[src/rtl/core/topt_pkg.sv]
// Package for the three-opt tour improver: sizes, item kinds, datapath
// operation codes, controller/datapath command and status structs, tables.
// No dependencies.
package topt_pkg;

   // Sizes of the stores and derived widths.
   localparam int MAX_CITIES = 64;
   localparam int DIST_BITS  = 16;
   localparam int CITY_W     = $clog2(MAX_CITIES);
   localparam int CNT_W      = CITY_W + 1;
   localparam int DADDR_W    = 2 * CITY_W;
   localparam int SUM_W      = DIST_BITS + 2;
   localparam int ACC_W      = DIST_BITS + CITY_W + 1;
   localparam int LEN_W      = 22;
   localparam int CCOUNT_W   = 7;
   localparam int FIELD_W    = 6;
   localparam int NUM_ENDS   = 6;
   localparam int NUM_CASES  = 8;

   localparam logic [LEN_W-1:0]    LEN_MAX          = '1;
   localparam logic [CCOUNT_W-1:0] CITY_COUNT_RESET = 7'd64;

   // Item kinds.
   localparam logic [2:0] KIND_DIST_WR = 3'd0;
   localparam logic [2:0] KIND_TOUR_WR = 3'd1;
   localparam logic [2:0] KIND_LENGTH  = 3'd2;
   localparam logic [2:0] KIND_MOVE    = 3'd3;
   localparam logic [2:0] KIND_SLOT_RD = 3'd4;

   // Register index of the configuration port.
   localparam logic REG_CITY_COUNT = 1'b0;

   // Datapath operations issued by the controller.
   typedef enum logic [4:0] {
      OP_NONE, OP_DIST_WR, OP_TOUR_WR, OP_SLOT_RD, OP_SLOT_TAKE,
      OP_W0, OP_W1, OP_W2, OP_W3,
      OP_MCHK, OP_RA, OP_RD, OP_DA, OP_DD, OP_DEC,
      OP_CRA, OP_CWR, OP_BRA, OP_BWR
   } op_type;

   typedef struct packed {
      logic   latch;
      logic   emit;
      op_type op;
   } dp_cmd_type;

   typedef struct packed {
      logic n_zero;
      logic walk_last;
      logic cut_bad;
      logic read_last;
      logic sum_last;
      logic take_move;
      logic copy_last;
      logic back_last;
   } dp_stat_type;

   // End cities are kept as s0..s5 = tour[a], tour[b], tour[c],
   // tour[a+1], tour[b+1], tour[c+1]. Each case sums the distances of its end pairs.
   localparam logic [2:0] COST_PAIRS [NUM_CASES][NUM_ENDS] = '{
      '{3'd0, 3'd3, 3'd1, 3'd4, 3'd2, 3'd5},
      '{3'd0, 3'd3, 3'd1, 3'd2, 3'd4, 3'd5},
      '{3'd0, 3'd1, 3'd3, 3'd4, 3'd2, 3'd5},
      '{3'd0, 3'd1, 3'd3, 3'd2, 3'd4, 3'd5},
      '{3'd0, 3'd4, 3'd2, 3'd3, 3'd1, 3'd5},
      '{3'd0, 3'd4, 3'd2, 3'd1, 3'd3, 3'd5},
      '{3'd0, 3'd2, 3'd4, 3'd3, 3'd1, 3'd5},
      '{3'd0, 3'd2, 3'd4, 3'd1, 3'd3, 3'd5}
   };

   // Where the n-th tour read of a move lands among s0..s5.
   localparam logic [2:0] READ_SLOT [NUM_ENDS] = '{
      3'd0, 3'd3, 3'd1, 3'd4, 3'd2, 3'd5
   };

   // Successor of a tour position on a closed tour of n cities.
   function automatic logic [CNT_W-1:0] next_pos(input logic [CNT_W-1:0] i,
                                                 input logic [CNT_W-1:0] n);
      logic [CNT_W:0] inc;
      inc = {1'b0, i} + 1'b1;
      next_pos = (inc < {1'b0, n}) ? inc[CNT_W-1:0] : '0;
   endfunction

endpackage

[src/rtl/core/topt_ctrl.sv]
// Controller of the three-opt tour improver: one-hot sequencer over the item
// kinds, request/result handshakes and the result valid flag.
// Depends on topt_pkg.
module topt_ctrl import topt_pkg::*; (
   input  logic        clock,
   input  logic        reset,
   input  logic        req_valid,
   input  logic [2:0]  req_kind,
   output logic        req_ready,
   output logic        rsp_valid,
   input  logic        rsp_ready,
   output dp_cmd_type  cmd,
   input  dp_stat_type stat
);
   typedef enum logic [19:0] {
      ST_IDLE = 20'd1,      ST_DWR = 20'd2,       ST_TWR = 20'd4,
      ST_RRD  = 20'd8,      ST_RTK = 20'd16,      ST_W0  = 20'd32,
      ST_W1   = 20'd64,     ST_W2  = 20'd128,     ST_W3  = 20'd256,
      ST_MCHK = 20'd512,    ST_RA  = 20'd1024,    ST_RD  = 20'd2048,
      ST_DA   = 20'd4096,   ST_DD  = 20'd8192,    ST_DEC = 20'd16384,
      ST_CRA  = 20'd32768,  ST_CWR = 20'd65536,   ST_BRA = 20'd131072,
      ST_BWR  = 20'd262144, ST_DONE = 20'd524288
   } state_type;

   state_type state_ff, state_in;
   logic      rsp_valid_ff, rsp_valid_in;

   assign req_ready = (state_ff == ST_IDLE);
   assign rsp_valid = rsp_valid_ff;

   // Commands and next state.
   always_comb begin
      cmd.latch    = (state_ff == ST_IDLE) && req_valid;
      cmd.emit     = (state_ff == ST_DONE) && (!rsp_valid_ff || rsp_ready);
      cmd.op       = OP_NONE;
      state_in     = state_ff;
      rsp_valid_in = cmd.emit ? 1'b1 : (rsp_ready ? 1'b0 : rsp_valid_ff);
      case (state_ff)
         ST_IDLE: begin
            if (req_valid) begin
               case (req_kind)
                  KIND_DIST_WR: state_in = ST_DWR;
                  KIND_TOUR_WR: state_in = ST_TWR;
                  KIND_LENGTH:  state_in = ST_W0;
                  KIND_MOVE:    state_in = ST_MCHK;
                  KIND_SLOT_RD: state_in = ST_RRD;
                  default:      state_in = ST_DONE;
               endcase
            end
         end
         ST_DWR: begin
            cmd.op   = OP_DIST_WR;
            state_in = ST_DONE;
         end
         ST_TWR: begin
            cmd.op   = OP_TOUR_WR;
            state_in = ST_DONE;
         end
         ST_RRD: begin
            cmd.op   = OP_SLOT_RD;
            state_in = ST_RTK;
         end
         ST_RTK: begin
            cmd.op   = OP_SLOT_TAKE;
            state_in = ST_DONE;
         end
         // Length walk: read a city, read the edge distance, accumulate.
         ST_W0: begin
            cmd.op   = OP_W0;
            state_in = stat.n_zero ? ST_DONE : ST_W1;
         end
         ST_W1: begin
            cmd.op   = OP_W1;
            state_in = ST_W2;
         end
         ST_W2: begin
            cmd.op   = OP_W2;
            state_in = ST_W3;
         end
         ST_W3: begin
            cmd.op   = OP_W3;
            state_in = stat.walk_last ? ST_DONE : ST_W2;
         end
         // Move: check cuts, read six end cities, sum eight cases.
         ST_MCHK: begin
            cmd.op   = OP_MCHK;
            state_in = stat.cut_bad ? ST_DONE : ST_RA;
         end
         ST_RA: begin
            cmd.op   = OP_RA;
            state_in = ST_RD;
         end
         ST_RD: begin
            cmd.op   = OP_RD;
            state_in = stat.read_last ? ST_DA : ST_RA;
         end
         ST_DA: begin
            cmd.op   = OP_DA;
            state_in = ST_DD;
         end
         ST_DD: begin
            cmd.op   = OP_DD;
            state_in = stat.sum_last ? ST_DEC : ST_DA;
         end
         ST_DEC: begin
            cmd.op   = OP_DEC;
            state_in = stat.take_move ? ST_CRA : ST_DONE;
         end
         // Rebuild the tour in scratch, then copy it back.
         ST_CRA: begin
            cmd.op   = OP_CRA;
            state_in = ST_CWR;
         end
         ST_CWR: begin
            cmd.op   = OP_CWR;
            state_in = stat.copy_last ? ST_BRA : ST_CRA;
         end
         ST_BRA: begin
            cmd.op   = OP_BRA;
            state_in = ST_BWR;
         end
         ST_BWR: begin
            cmd.op   = OP_BWR;
            state_in = stat.back_last ? ST_DONE : ST_BRA;
         end
         ST_DONE: begin
            if (cmd.emit) begin
               state_in = ST_IDLE;
            end
         end
         default: state_in = ST_IDLE;
      endcase
   end

   always_ff @(posedge clock) begin
      if (reset) begin
         state_ff     <= ST_IDLE;
         rsp_valid_ff <= 1'b0;
      end else begin
         state_ff     <= state_in;
         rsp_valid_ff <= rsp_valid_in;
      end
   end
endmodule
[config.mk]
export PLATFORM = sky130hd
export DESIGN_NAME = topt_ctrl
export DESIGN_NICKNAME = d
export VERILOG_FILES = /design/src/rtl/core/topt_pkg.sv /design/src/rtl/core/topt_ctrl.sv
export SDC_FILE = /design/constraint.sdc
export NUM_CORES = 1
export LEC_CHECK = 0
export BUFFER_PORTS_ARGS = -buffer_cell sky130_fd_sc_hd__buf_4
export CAP_MARGIN = 20
export CORE_ASPECT_RATIO = 2
export CORE_MARGIN = 4
export CORE_UTILIZATION = 44
export CTS_CLUSTER_DIAMETER = 40
export DETAILED_ROUTE_END_ITERATION = 10
export PLACE_DENSITY = 0.74
export SYNTH_ARGS = -nofsm -noshare
export SYNTH_HDL_FRONTEND = slang
export SYNTH_SLANG_ARGS = --single-unit
[constraint.sdc]
create_clock -name clock -period 3.3 [get_ports clock]
set_clock_uncertainty 0.2 [all_clocks]
set_input_delay 0.495 -clock clock [delete_from_list [all_inputs] [get_ports clock]]
set_output_delay 0.495 -clock clock [all_outputs]
set_load 0.02 [all_outputs]
======== After elaboration in Yosys (flattened, before gate mapping) ========
Cells that the tools add are included.
storage, ports and cells
  register bits ........................... 21
operators by class
  reductions and logical operators ........ 8
  muxes and demuxes ....................... 15
  equal/unequal tests ..................... 26
operators by type and width
  cell                  count
  $pmux 20 s18          1
  $mux 20               7
  $pmux 20 s5           1
  $pmux 5 s18           1
  $eq 20x1->1 const B   1
  $eq 20x10->1 const B  1
  $eq 20x11->1 const B  1
  $eq 20x12->1 const B  1
  $eq 20x13->1 const B  1
  $eq 20x14->1 const B  1
  $eq 20x15->1 const B  1
  $eq 20x16->1 const B  1
  $eq 20x17->1 const B  1
  $eq 20x18->1 const B  1
  $eq 20x19->1 const B  1
  $eq 20x2->1 const B   1
  $eq 20x20->1 const B  1
  $eq 20x3->1 const B   1
  $eq 20x4->1 const B   1
  $eq 20x5->1 const B   1
  $eq 20x6->1 const B   1
  $eq 20x7->1 const B   1
  $eq 20x8->1 const B   1
  $eq 20x9->1 const B   1
  other kinds (15)      19

======== Logic depth before layout (Yosys ltp) ========
  depth after elaboration ................. 5
  mapped depth ............................ 7

======== Worst setup path before layout ========
No wires, ideal clock.
  path type ............................... register to output
  start point ............................. register state_ff[10]
  end point ............................... output port cmd[6] (netlist name)
  arrival time ............................ 2.394 ns
  path slack .............................. 0.211 ns
  cell stages (with the launch flop) ...... 7
  required time ........................... 2.605 ns
  path through ............................ dfxtp_1 or4_1 clkbuf_2 or4_1 buf_6 nor4b_4 and2_1
RTL lines
  element                 RTL line          source
  start, declared         topt_ctrl.sv:25   state_type state_ff, state_in;
  start signal, assigned  topt_ctrl.sv:140  state_ff <= state_in;
  end, declared           topt_ctrl.sv:12   output dp_cmd_type cmd,

==> impl_metrics.env <==
export IMPL_status="finished clean"
export IMPL_cts_buffer_depth=2
export IMPL_routedWlPerCell_um=20.2
export IMPL_p_sw_frac=0.322
export IMPL_cts_sinks=21
export IMPL_ys_ff_latch=21
export IMPL_place_gp_congestion=0.977
export IMPL_path_cells="or4_1 > or4_4 > nor4b_4 > and2_1 > buf_4"
export IMPL_postSynthAreaPerCell_sq_um=7.67
export IMPL_p_seq_frac=0.437
export IMPL_p_leak_nw=0.680
export IMPL_rsz0062_at_grt="no"
export IMPL_cts_tree="yes"
export IMPL_dieArea_sq_mm=0.00415
export IMPL_async_flop_share=0
export IMPL_fin_nets=225
export IMPL_r2r_setup_slack_ns=0.62
export IMPL_slew_headroom=0.538
export IMPL_synth_edf_count=0
export IMPL_hpwl_um=3700
export IMPL_tightest_slew_ns=0.683
export IMPL_grt_overflow=0
export IMPL_slew_violations=0
export IMPL_synth_top_area_cell="dfxtp_1"
export IMPL_start_util=0.464
export IMPL_drive_gt1_frac=0.215
export IMPL_vias=1663
export IMPL_cts_root_buf="clkbuf_8"
export IMPL_wirelength_um=4830
export IMPL_final_cell_mix="32 x buf_4, 21 x dfxtp_1, 18 x nor2_1"
export IMPL_route_detailed_drc=0
export IMPL_fp_row_count=28
export IMPL_grt_pass1_vias=1715
export IMPL_die_x_um=47.6
export IMPL_antenna_found_initial=0
export IMPL_p_total_w=0.000602
export IMPL_grt_pass1_wl_um=7810
export IMPL_grt_max_degree=13
export IMPL_synth_area_top_cells="dfxtp_1 30%, nor4_1 5.9%, nor2_1 4.9%, nand3_1 4.0%, nor3_1 4.0%"
export IMPL_finalHoldViolations=0
export IMPL_fin_crit_sh=0.981
export IMPL_critPathRequiredTime_ns=2.60
export IMPL_fin_crit_ns=3.24
export IMPL_critical_path_max_stage_delay_ns=0.61
export IMPL_cp_data_arrival_time_ns=2.54
export IMPL_p_int_w=0.000409
export IMPL_cts_made_buffers=3
export IMPL_setup_tns_ns=0
export IMPL_grtUsageTotal=0.259
export IMPL_powerDensity_mw_per_mm2=354
export IMPL_yosysTopAreaCellShare=0.304
export IMPL_diodes=0
export IMPL_crit_fanout=10
export IMPL_syn2layout_area_growth_pct=23.2
export IMPL_ys_flop_type="dfxtp_1"
export IMPL_layout_commonest_cell="buf_4"
export IMPL_p_switching_w=0.000194
export IMPL_finalSetupViolations=0
export IMPL_synth_fp_nets=195
export IMPL_htree_levels=1
export IMPL_synth_cell_types=42
export IMPL_p_clk_frac=0.292
export IMPL_cp_slowest_cell="or4_4"
export IMPL_fmax_mhz=309
export IMPL_core_sq_mm=0.00298
export IMPL_ys_seq_area_frac=0.304
export IMPL_io_pins=24
export IMPL_die_h_um=87.2
export IMPL_crit_type="reg2out"
export IMPL_avgViaCountPerCell=6.96
export IMPL_clkLatencyLatePin_ns=0.27
export IMPL_critPathLaunchType="flip-flop"
export IMPL_yosysWarnings=0
export IMPL_combPwrFrac=0.271
export IMPL_irDropWorstVdd_mv=0.342
export IMPL_port_buffers=23
export IMPL_syn_inst=180
export IMPL_hp_class="in2reg"
export IMPL_dr_pass1_iters=5
export IMPL_cap_violations=0
export IMPL_endpoint_kind="output pin"
export IMPL_drt_iter0_drc=96
export IMPL_syn_area_sq_mm=0.00138
export IMPL_clk_pin_slew_ns=0.09
export IMPL_postRouteAntennaNets=0
path summary, 6_finish.rpt:
path / startpoint / endpoint / cells after the start
worst max-delay path: state_ff[10] / cmd[6] / 5
worst min-delay path: stat[7] / state_ff[6] / 2
worst max register to register: state_ff[10] / state_ff[2] / 6
worst min register to register: rsp_valid / rsp_valid / 3
cells by family after synthesis:
logic type	Yosys count	share of synthesized area
AOI/OAI and AO/OA	34	0.176
xor gates and xnor gates	2	0.0127
buffers and inverters	14	0.0471
DFF	21	0.304
and+or+nand+nor	109	0.460
cell usage after synthesis (all sizes together), types with 3 or more instances:
| cell type | n |
|---|---|
| a31oi | 3 |
| nand2b | 4 |
| buf | 3 |
| dfxtp | 21 |
| nor2b | 5 |
| and2 | 3 |
| a2111oi | 3 |
| a21o | 3 |
| or3 | 4 |
| or4 | 3 |
| nand4 | 4 |
| and4 | 4 |
| a21oi | 5 |
| o211ai | 3 |
| nor4b | 6 |
| clkbuf | 4 |
| nor3 | 11 |
| nor2 | 18 |
| o21ai | 5 |
| and3 | 5 |
| nor4 | 13 |
| nand3 | 11 |
| nand2 | 11 |
| inv | 7 |
worst max-delay path, delay by kind of cell (launching register included):
family / cells / cell delay, ns
DFF: 1 / 0.37
and+or+nand+nor: 4 / 1.77
buffers and inverters: 1 / 0.14
power groups by stage:
stage	clock, W	combinational, W	sequential, W
after CTS	0.000175	0.000143	0.000263
final	0.000176	0.000163	0.000263
after detailed placement	0	0.000141	0.000269
after floorplan	0	0.0000898	0.000268
after global placement	0	0.000138	0.000269
after global routing	0.000187	0.000174	0.000264
routing by layer:
layer	global-route usage	share of wire	vias up
li1	-	-	758
met1	0.267	0.33	757
met2	0.418	0.49	105
met3	0.0476	0.080	43
met4	0.213	0.098	0
met5	0	0	-
timing repair:
action,in CTS,in global routing
pin swaps,0,1
endpoints found under the setup margin,3,3
resized for setup,1,5
setup buffers,0,2
hold buffers,0,0
registers in the layout (all words and copies together), names as in the netlist:
name / flops
state_ff: 20
rsp_valid: 1
layout make-up:
type	instances	area (sq um)
Fill cell	301	1280
Multi-Input combinational cell	145	931
Sequential cell	21	420
Timing Repair Buffer	32	240
Clock buffer	3	41.3
Tap cell	30	37.5
Inverter	7	26.3
Clock inverter	1	5.00
through the flow:
stage,utilization,setup WS (ns),std cells,area (sq um),hold WS (ns)
after floorplan,-,0.211,180,1380,0.312
after global placement,0.539,0.317,233,1610,0.373
after detailed placement,0.539,0.231,233,1610,0.382
after CTS,0.556,0.0673,237,1660,0.216
after global routing,0.571,0.00600,239,1700,0.218
final,0.571,0.0621,239,1700,0.215
Note: power is estimated with default switching activity, not from simulation.
